**src/rtl/ltlt_pkg.sv**
```systemverilog
// ============================================================================
// ltlt_pkg
// Shared types and constants of the linked threshold LED timer.
// ============================================================================
package ltlt_pkg;

    // Defaults of the top-level parameters.
    localparam int CHANNELS_DEF     = 12;
    localparam int COUNTER_BITS_DEF = 16;

    // Field widths fixed by the interface.
    localparam int CH_FIELD_W  = 4;
    localparam int VALUE_W     = 16;
    localparam int TIMER_W     = 15;
    localparam int LINK_W      = 48;
    localparam int LED_W       = 12;
    localparam int PORT_W      = 6;
    localparam int CFG_IDX_W   = 4;
    localparam int S_TDATA_W   = 24;
    localparam int M_TDATA_W   = 24;

    // Decay used in delay mode when no decay is programmed.
    localparam logic [TIMER_W-1:0] FORCED_DECAY = 15'd1000;
    // Thresholds are stored as raw * 128.
    localparam int THRESH_SHIFT = 7;

    localparam logic [LINK_W-1:0] LINK_RESET = 48'hBA98_7654_3210;

    // Configuration register indexes.
    localparam logic [CFG_IDX_W-1:0] REG_DECAY  = 4'd0;
    localparam logic [CFG_IDX_W-1:0] REG_DELAY  = 4'd1;
    localparam logic [CFG_IDX_W-1:0] REG_MAX_ON = 4'd2;
    localparam logic [CFG_IDX_W-1:0] REG_LINK   = 4'd3;

    // Item kinds carried in tuser.
    localparam logic OP_SAMPLE = 1'b0;
    localparam logic OP_THRESH = 1'b1;

    typedef enum logic [1:0] {
        MODE_PLAIN,
        MODE_DECAY,
        MODE_DECAY_MAX,
        MODE_DELAY
    } mode_t;

endpackage

```
**src/rtl/linked_threshold_led_timer.sv**
```systemverilog
// ============================================================================
// linked_threshold_led_timer
// Per-channel threshold trigger with link groups and on-time shaping of the
// LED outputs; one result item per tick.
// ============================================================================
//
//  Channel   Dir  Bus               Content
//  s_*       in   tdata/tuser/tlast channel, value / operation / last_of_tick
//  m_*       out  tdata             led_on_mask, port_odd_mask, port_even_mask
//  cfg_*     in   we/index/data     decay, delay, max-on, link groups
//
//  One item is accepted per cycle. An item is registered in the input
//  stage, then updated against the channel state; a tick result reaches the
//  output register as its last item leaves the input stage.
//  The input stalls only while the output register holds an unaccepted
//  result and the staged item also ends a tick.
//  Reset sets all thresholds to disabled and every counter to zero.
//
module linked_threshold_led_timer #(
    parameter int CHANNELS     = ltlt_pkg::CHANNELS_DEF,
    parameter int COUNTER_BITS = ltlt_pkg::COUNTER_BITS_DEF
) (
    input  logic                                clk,
    input  logic                                rst_n,
    // Input items.
    input  logic                                s_tvalid,
    output logic                                s_tready,
    // channel [3:0], value [19:4], zero [23:20]
    input  logic [ltlt_pkg::S_TDATA_W-1:0]      s_tdata,
    // operation [0]
    input  logic                                s_tuser,
    input  logic                                s_tlast,
    // Result items.
    output logic                                m_tvalid,
    input  logic                                m_tready,
    // led_on_mask [11:0], port_odd_mask [17:12], port_even_mask [23:18]
    output logic [ltlt_pkg::M_TDATA_W-1:0]      m_tdata,
    // Configuration.
    input  logic                                cfg_we,
    input  logic [ltlt_pkg::CFG_IDX_W-1:0]      cfg_index,
    input  logic [ltlt_pkg::LINK_W-1:0]         cfg_data
);

    localparam int CH_W = (CHANNELS > 1) ? $clog2(CHANNELS) : 1;
    localparam int CB   = COUNTER_BITS;
    localparam logic signed [CB-1:0] CNT_MAX = {1'b0, {(CB-1){1'b1}}};
    localparam logic [ltlt_pkg::CH_FIELD_W:0] CH_LIMIT = (ltlt_pkg::CH_FIELD_W+1)'(CHANNELS);

    typedef logic signed [CB-1:0] cnt_t;
    typedef logic signed [ltlt_pkg::VALUE_W-1:0] val_t;

    // ------------------------------------------------------------------------
    // Configuration registers
    // ------------------------------------------------------------------------
    logic [ltlt_pkg::TIMER_W-1:0] decay_reg, delay_reg, max_on_reg;
    logic [ltlt_pkg::TIMER_W-1:0] decay_next, delay_next, max_on_next;
    logic [ltlt_pkg::LINK_W-1:0]  link_reg, link_next;
    logic                         reload;

    always_comb
    begin
        decay_next  = decay_reg;
        delay_next  = delay_reg;
        max_on_next = max_on_reg;
        link_next   = link_reg;
        reload      = 1'b0;
        if (cfg_we)
        begin
            case (cfg_index)
                ltlt_pkg::REG_DECAY:
                begin
                    decay_next = cfg_data[ltlt_pkg::TIMER_W-1:0];
                    reload     = 1'b1;
                end
                ltlt_pkg::REG_DELAY:
                begin
                    delay_next = cfg_data[ltlt_pkg::TIMER_W-1:0];
                    reload     = 1'b1;
                end
                ltlt_pkg::REG_MAX_ON:
                begin
                    max_on_next = cfg_data[ltlt_pkg::TIMER_W-1:0];
                    reload      = 1'b1;
                end
                ltlt_pkg::REG_LINK:
                begin
                    link_next = cfg_data;
                end
                default:
                begin
                    reload = 1'b0;
                end
            endcase
        end
    end

    function automatic cnt_t load_cnt(input logic [ltlt_pkg::TIMER_W-1:0] v);
        logic [31:0] wide;
        wide = 32'(v);
        if (wide > 32'(CNT_MAX))
            return CNT_MAX;
        return CB'(v);
    endfunction

    // Saturating decrement: stays at -1.
    function automatic cnt_t dec_cnt(input cnt_t x);
        if (x[CB-1])
            return '1;
        return x - cnt_t'(1);
    endfunction

    function automatic logic is_pos(input cnt_t x);
        return !x[CB-1] && (x != '0);
    endfunction

    // Effective timing for the datapath and for a reload.
    logic [ltlt_pkg::TIMER_W-1:0] eff_decay, eff_max;
    logic [ltlt_pkg::TIMER_W-1:0] new_decay, new_max;
    ltlt_pkg::mode_t              mode;

    always_comb
    begin
        eff_decay = decay_reg;
        eff_max   = max_on_reg;
        if (delay_reg != '0)
        begin
            eff_max = '0;
            if (decay_reg == '0)
                eff_decay = ltlt_pkg::FORCED_DECAY;
        end
        new_decay = decay_next;
        new_max   = max_on_next;
        if (delay_next != '0)
        begin
            new_max = '0;
            if (decay_next == '0)
                new_decay = ltlt_pkg::FORCED_DECAY;
        end
        if (delay_reg != '0)
            mode = ltlt_pkg::MODE_DELAY;
        else if (eff_max != '0)
            mode = ltlt_pkg::MODE_DECAY_MAX;
        else if (eff_decay != '0)
            mode = ltlt_pkg::MODE_DECAY;
        else
            mode = ltlt_pkg::MODE_PLAIN;
    end

    // ------------------------------------------------------------------------
    // Input stage
    // ------------------------------------------------------------------------
    logic                                st_valid_reg;
    logic                                st_op_reg;
    logic [ltlt_pkg::CH_FIELD_W-1:0]     st_ch_reg;
    val_t                                st_value_reg;
    logic                                st_last_reg;
    logic                                st_emit;
    logic                                advance;
    logic                                out_valid_reg;
    logic [ltlt_pkg::M_TDATA_W-1:0]      out_data_reg;

    assign st_emit  = (st_op_reg == ltlt_pkg::OP_SAMPLE) && st_last_reg;
    assign advance  = st_valid_reg && (!st_emit || !out_valid_reg || m_tready);
    assign s_tready = !st_valid_reg || advance;

    always_ff @(posedge clk or negedge rst_n)
    begin
        if (!rst_n)
        begin
            st_valid_reg <= 1'b0;
        end
        else if (s_tready)
        begin
            st_valid_reg <= s_tvalid;
        end
    end

    always_ff @(posedge clk)
    begin
        if (s_tvalid && s_tready)
        begin
            st_op_reg    <= s_tuser;
            st_ch_reg    <= s_tdata[ltlt_pkg::CH_FIELD_W-1:0];
            st_value_reg <= s_tdata[ltlt_pkg::CH_FIELD_W +: ltlt_pkg::VALUE_W];
            st_last_reg  <= s_tlast;
        end
    end

    // ------------------------------------------------------------------------
    // Channel state and update
    // ------------------------------------------------------------------------
    val_t                  thresh_reg [CHANNELS];
    cnt_t                  decay_cnt_reg [CHANNELS];
    cnt_t                  delay_cnt_reg [CHANNELS];
    cnt_t                  max_cnt_reg [CHANNELS];
    logic [CHANNELS-1:0]   pending_reg;

    logic                  ch_ok;
    logic [CH_W-1:0]       ch_idx;
    val_t                  th;
    cnt_t                  dc, dl, mx, dc_n, dl_n, mx_n;
    logic                  over, lit;
    logic [63:0]           link_wide;
    logic [3:0]            grp_sel;
    logic [CHANNELS-1:0]   grp_mask, hit_mask, pending_next;
    val_t                  th_new;

    assign ch_ok     = {1'b0, st_ch_reg} < CH_LIMIT;
    assign ch_idx    = st_ch_reg[CH_W-1:0];
    assign link_wide = 64'(link_reg);
    assign grp_sel   = link_wide[4*st_ch_reg +: 4];

    always_comb
    begin
        for (int j = 0; j < CHANNELS; j++)
            grp_mask[j] = (link_wide[4*j +: 4] == grp_sel);
    end

    // Scaled threshold with saturation; -1 and 0 keep their meaning.
    always_comb
    begin
        if (st_value_reg == '1)
            th_new = '1;
        else if (st_value_reg > val_t'(255))
            th_new = val_t'(16'sh7FFF);
        else if (st_value_reg < val_t'(-256))
            th_new = val_t'(16'sh8000);
        else
            th_new = {st_value_reg[ltlt_pkg::VALUE_W-ltlt_pkg::THRESH_SHIFT-1:0],
                      {ltlt_pkg::THRESH_SHIFT{1'b0}}};
    end

    always_comb
    begin
        th   = ch_ok ? thresh_reg[ch_idx] : '1;
        dc   = ch_ok ? decay_cnt_reg[ch_idx] : '0;
        dl   = ch_ok ? delay_cnt_reg[ch_idx] : '0;
        mx   = ch_ok ? max_cnt_reg[ch_idx] : '0;
        dc_n = dc;
        dl_n = dl;
        mx_n = mx;
        lit  = 1'b0;
        over = st_value_reg > th;
        if (st_op_reg == ltlt_pkg::OP_SAMPLE && ch_ok && th != '1)
        begin
            if (th == '0)
            begin
                lit = 1'b1;
            end
            else
            begin
                case (mode)
                    ltlt_pkg::MODE_PLAIN:
                    begin
                        lit = over;
                    end
                    ltlt_pkg::MODE_DECAY:
                    begin
                        if (over)
                        begin
                            lit  = 1'b1;
                            dc_n = load_cnt(eff_decay);
                        end
                        else if (is_pos(dc))
                        begin
                            dc_n = dc - cnt_t'(1);
                            lit  = 1'b1;
                        end
                    end
                    ltlt_pkg::MODE_DECAY_MAX:
                    begin
                        // The max-on count limits every lit tick.
                        if (over)
                        begin
                            if (eff_decay != '0)
                                dc_n = load_cnt(eff_decay);
                            mx_n = dec_cnt(mx);
                            lit  = is_pos(mx);
                        end
                        else if (eff_decay != '0)
                        begin
                            dc_n = dec_cnt(dc);
                            if (is_pos(dc))
                            begin
                                mx_n = dec_cnt(mx);
                                lit  = is_pos(mx);
                            end
                            else
                            begin
                                mx_n = load_cnt(eff_max);
                            end
                        end
                        else
                        begin
                            mx_n = load_cnt(eff_max);
                        end
                    end
                    default:
                    begin
                        // Delay mode: light once the delay has run out.
                        if (over)
                        begin
                            dl_n = load_cnt(delay_reg);
                            dc_n = load_cnt(eff_decay);
                        end
                        else
                        begin
                            dl_n = dec_cnt(dl);
                            if (is_pos(dl))
                            begin
                                dc_n = load_cnt(eff_decay);
                            end
                            else
                            begin
                                dc_n = dec_cnt(dc);
                                if (!dc[CB-1])
                                    lit = 1'b1;
                                else
                                    mx_n = load_cnt(eff_max);
                            end
                        end
                    end
                endcase
            end
        end
        hit_mask     = lit ? grp_mask : '0;
        pending_next = pending_reg | hit_mask;
    end

    always_ff @(posedge clk or negedge rst_n)
    begin
        if (!rst_n)
        begin
            decay_reg   <= '0;
            delay_reg   <= '0;
            max_on_reg  <= '0;
            link_reg    <= ltlt_pkg::LINK_RESET;
            pending_reg <= '0;
            for (int i = 0; i < CHANNELS; i++)
            begin
                thresh_reg[i]    <= '1;
                decay_cnt_reg[i] <= '0;
                delay_cnt_reg[i] <= '0;
                max_cnt_reg[i]   <= '0;
            end
        end
        else
        begin
            decay_reg  <= decay_next;
            delay_reg  <= delay_next;
            max_on_reg <= max_on_next;
            link_reg   <= link_next;
            if (advance && st_op_reg == ltlt_pkg::OP_THRESH && ch_ok)
                thresh_reg[ch_idx] <= th_new;
            // A timing write reloads all counters and wins over an update.
            if (reload)
            begin
                pending_reg <= '0;
                for (int i = 0; i < CHANNELS; i++)
                begin
                    decay_cnt_reg[i] <= '0;
                    delay_cnt_reg[i] <= load_cnt(delay_next);
                    max_cnt_reg[i]   <= load_cnt(new_max);
                end
            end
            else if (advance && st_op_reg == ltlt_pkg::OP_SAMPLE)
            begin
                if (ch_ok)
                begin
                    decay_cnt_reg[ch_idx] <= dc_n;
                    delay_cnt_reg[ch_idx] <= dl_n;
                    max_cnt_reg[ch_idx]   <= mx_n;
                end
                pending_reg <= st_last_reg ? '0 : pending_next;
            end
        end
    end

    // Delay mode always brings a nonzero decay time with it.
    logic reload_decay_zero;
    assign reload_decay_zero = (new_decay == '0);

    // ------------------------------------------------------------------------
    // Result register
    // ------------------------------------------------------------------------
    logic [15:0]               mask_wide;
    logic [ltlt_pkg::PORT_W-1:0] port_odd, port_even;

    always_comb
    begin
        mask_wide = 16'(pending_next);
        for (int k = 0; k < ltlt_pkg::PORT_W; k++)
        begin
            port_odd[k]  = mask_wide[2*k];
            port_even[k] = mask_wide[2*k+1];
        end
    end

    always_ff @(posedge clk or negedge rst_n)
    begin
        if (!rst_n)
        begin
            out_valid_reg <= 1'b0;
        end
        else if (advance && st_emit)
        begin
            out_valid_reg <= 1'b1;
        end
        else if (m_tready)
        begin
            out_valid_reg <= 1'b0;
        end
    end

    always_ff @(posedge clk)
    begin
        if (advance && st_emit)
            out_data_reg <= {port_even, port_odd, mask_wide[ltlt_pkg::LED_W-1:0]};
    end

    assign m_tvalid = out_valid_reg;
    assign m_tdata  = out_data_reg;

    // ------------------------------------------------------------------------
    // Assertions
    // ------------------------------------------------------------------------
    a_stall_cause: assert property (@(posedge clk) disable iff (!rst_n)
        !s_tready |-> (st_valid_reg && st_emit && out_valid_reg && !m_tready))
        else $error("input stalled without a blocked result");

    a_reload_clears: assert property (@(posedge clk) disable iff (!rst_n)
        reload |=> (pending_reg == '0))
        else $error("pending mask not cleared by a timing write");

    a_emit_shown: assert property (@(posedge clk) disable iff (!rst_n)
        (advance && st_emit) |=> m_tvalid)
        else $error("tick result not presented");

    a_forced_decay: assert property (@(posedge clk) disable iff (!rst_n)
        (reload && delay_next != '0) |-> !reload_decay_zero)
        else $error("delay mode without a decay time");

endmodule

```
**config.mk**
```make
export PLATFORM = sky130hd
export DESIGN_NAME = linked_threshold_led_timer
export DESIGN_NICKNAME = d
export VERILOG_FILES = /design/src/rtl/ltlt_pkg.sv /design/src/rtl/linked_threshold_led_timer.sv
export SDC_FILE = /design/constraint.sdc
export NUM_CORES = 2
export LEC_CHECK = 0
export BUFFER_PORTS_ARGS = -buffer_cell sky130_fd_sc_hd__buf_2
export CAP_MARGIN = 15
export CORE_MARGIN = 1.5
export CORE_UTILIZATION = 25
export DETAILED_ROUTE_END_ITERATION = 12
export SYNTH_ARGS = -nofsm -noshare
export SYNTH_HDL_FRONTEND = slang
export SYNTH_SLANG_ARGS = --single-unit
```
**constraint.sdc**
```tcl
create_clock -name clk -period 14.9 [get_ports clk]
set_input_delay 1.49 -clock clk [delete_from_list [all_inputs] [get_ports clk]]
set_output_delay 1.49 -clock clk [all_outputs]
set_load 0.03 [all_outputs]
```
==> results.md <==
* Most common cell in the synthesized netlist: dfrtp_1
* Slowest cell on crit path: a2111oi_0
* Drt total wl at 136 mm
* Top-area cell type share of the netlist area at 39.9%
* Share of flip-flops with an asynchronous set or reset at 95.9%
* #FFs+latches synth at 837
* Period utilization at 49.5%
* Worst vdd ir at 85.1 µV
* Area growth syn-to-layout at 13.2%
* CTS Hold Bufs at 0
* Relative slew slack at 12.9%
* Core box area at 0.165 mm²
* Post-CTS Setup Inserts at 0
* Syn Nets at 3,770
* Mean post-synth cell area at 11.4 µm²
* Crit path kind: flop to flop
* Largest net degree at the start of global routing at 91
* Setup ws final at 7.52 ns
* Commonest cells in the netlist: dfrtp_1 (663), nand2_1 (323), o21ai_0 (308), clkbuf_1 (220), a21oi_1 (211)
* Main synth FF type: dfrtp_1
* WL per Instance at 23.2 µm
* Unrepaired setup endpoints after global routing: false
* Setup slack after placement at 7.70 ns
* CTS root buffer: clkbuf_16
* Min cycle time layout at 7.38 ns
* Iter 0 DRT Violations at 3,138
* Post-synth EDFFs at 34
* Total power after layout at 0.00636 W
* Violated checks: design-rule violations
* Mapped Area at 0.0416 mm²
* Std cell rows at 149
* Finished Cell Area at 0.0471 mm²
* Area after DPL at 0.0441 mm²
* Mapped Cells at 3,665
* Leading area contributor after synthesis: dfrtp_1
* Final Max Slew Viols at 0
* Sequential fraction of the synthesis area at 51.2%
* Max Freq at 0.135 GHz
* Nets at 3,701
* Element type at the critical path start: flop
* Resize count post-CTS at 0
* Top Ports at 109
* Worst Path Required at 15.40 ns
* Aggregate negative setup slack at 0 ns
* Die Ht at 411 µm
* CTS Buffer Depth at 3
* CTS tree: done
* Final ANT Viol Nets at 0
* Gpl congestion at 0.943
* Yosys Warn Count at 0
* Hold WC Path Type: flop to flop
* CP Capture Type: flop
* Pwr Density at 135 mW/mm²
* Crit-path cells: buf_4, buf_12, nor2b_1, buf_4, a32o_1, a221oi_2, o21ai_0, ha_1, nand4_1, nor4_1, a21boi_0, o41a_1, nand2_1, buf_4, a2111oi_0, a31oi_1, o21ai_0, buf_2, o21ai_0
* Clock sinks at 837
* Initial Utilization at 25.2%
* Full die area at 0.169 mm²
* HPWL after DPL at 81.6 mm
* Total gr overflow at 0
* I/O Buffers at 104
* Max incr delay on CP at 0.92 ns
* Outcome: finished, violations left
* DR vias at 32,100
* Clock slew at reported path FFs at 0.06 ns
* Synth top area cells: dfrtp_1 (40%), dfstp_2 (8.8%), mux4_2 (7.7%)
* Num CTS Buffers at 89
* # H-tree levels at 3
* Final Hold Vio Count at 0
* Layout cells sized above 1 at 22.0%
* Distinct cells, synth at 93
* Tightest Pin Transition at 1.31 ns
* DR DRC count at 4
* Worst skew pair latency at 0.68 ns
* Horiz. Die Dim at 411 µm
* Final Setup Violations at 0
* Final core utilization at 28.5%
* Critical-path maximum fanout at 90
* Leak Pwr at 19.7 nW
* Critical path arrival at 7.88 ns
* GR Util All Layers at 15.7%
* DR pass1 iterations at 10
* First-pass GRT wire length at 206 mm
* Antenna violations before repair at 4
* Vias per cell at 5.48
* MaxCap Viol Count at 0
* Number of global-route vias before repair at 31,800
* Clk_skew at 0.0270 ns
==> power breakdown <==
part	total, W	internal (W)	leakage, nW	switching (W)
Sequential	0.00287	0.00267	10.7	0.000200
Combinational	0.00124	0.000518	7.61	0.000723
Clock	0.00224	0.00129	1.44	0.000954
Total	0.00636	0.00448	19.7	0.00188
==> per-layer routing <==
layer | part of all wire [%] | track usage, % | up-vias | wire length, µm
met1 | 44 | 22.1 | 16600 | 59300
met4 | 3.7 | 5.17 | 8 | 5000
li1 | - | - | 13800 | -
met5 | 0.039 | 0 | - | 53
met2 | 45 | 24.3 | 1397 | 60700
met3 | 8.0 | 3.00 | 304 | 10800
==> critical path, delay by kind of cell (launching register included) <==
kind	cells	cell delay, ns
adder cells (fa/ha/maj)	1	0.33
buffers and inverters	5	2.10
flip-flops	1	0.32
AND/OR/NAND/NOR	4	1.39
AO/OA/AOI/OAI	9	2.96
==> final cells by class <==
class / count / area (µm²)
diodes: 1 / 2.50
clock buffers: 133 / 2620
clock inverters: 30 / 303
fillers: 17100 / 118000
inverters: 49 / 184
multi-input cells: 2423 / 18700
flip-flops and latches: 837 / 21300
well taps: 2189 / 2740
repair buffers: 196 / 1260
==> path summary, 6_finish.rpt <==
kind | from | endpoint | slack [ns] | depth (start not counted)
worst max-delay path | ch_idx[1]$_DFFE_PP_ | decay_cnt_reg[46]$_DFFE_PN0P_ | 7.52 | 19
worst min-delay path | decay_cnt_reg[20]$_DFFE_PN0P_ | decay_cnt_reg[20]$_DFFE_PN0P_ | 0.47 | 2
worst max register to register | ch_idx[1]$_DFFE_PP_ | decay_cnt_reg[46]$_DFFE_PN0P_ | 7.52 | 19
worst min register to register | decay_cnt_reg[20]$_DFFE_PN0P_ | decay_cnt_reg[20]$_DFFE_PN0P_ | 0.47 | 2
max in group asynchronous | rst_n | decay_cnt_reg[24]$_DFFE_PN0P_ | 11.08 | 4
min in group asynchronous | rst_n | max_cnt_reg[83]$_DFFE_PN0P_ | 0.86 | 1
==> cell families (layout without fill, tap and decap cells) <==
family | count (synthesis) | in the layout | synth area share, %
AOI/OAI and AO/OA | 1232 | 1232 | 20.8
DFF | 837 | 837 | 51.2
and+or+nand+nor | 758 | 758 | 8.49
buffers and inverters | 405 | 408 | 4.63
muxes | 349 | 349 | 13.0
xor gates and xnor gates | 62 | 62 | 1.31
adders and majority gates | 22 | 22 | 0.662
other | 0 | 1 | 0
==> stage by stage <==
stage          cells  hold WS [ns]
6_report        5858         0.472
5_1_grt         5857         0.489
4_1_cts         5854         0.479
3_3_place_gp    5690         0.458
2_1_floorplan   3665         0.445
3_5_place_dp    5691         0.466
==> cells in the final DEF (no fill, tap or decap), drive strengths merged, types with 12 or more instances in the layout <==
cell    Yosys  routed
dfstp     140     140
ha         22      22
xor2       51      51
dfrtp     663     663
nand4      38      38
mux4      142     142
clkbuf    221     134
and2       25      25
nor2      177     177
and3       19      19
a22o      151     151
a221oi     17      17
nand2     325     325
inv        49      55
o31ai      40      40
nand3      56      56
o21ai     366     366
a211oi     42      42
a21o       12      12
edfxtp     34      34
mux2i     111     111
buf       135     195
o22ai      30      30
clkinv      0      16
a31oi      41      41
nor2b      18      18
a21oi     212     212
a22oi      24      24
a41oi      12      12
nor3       23      23
a221o     174     174
mux2       96      96
nor4       24      24
nand2b     17      17
Power figures use the tool's default switching activity.
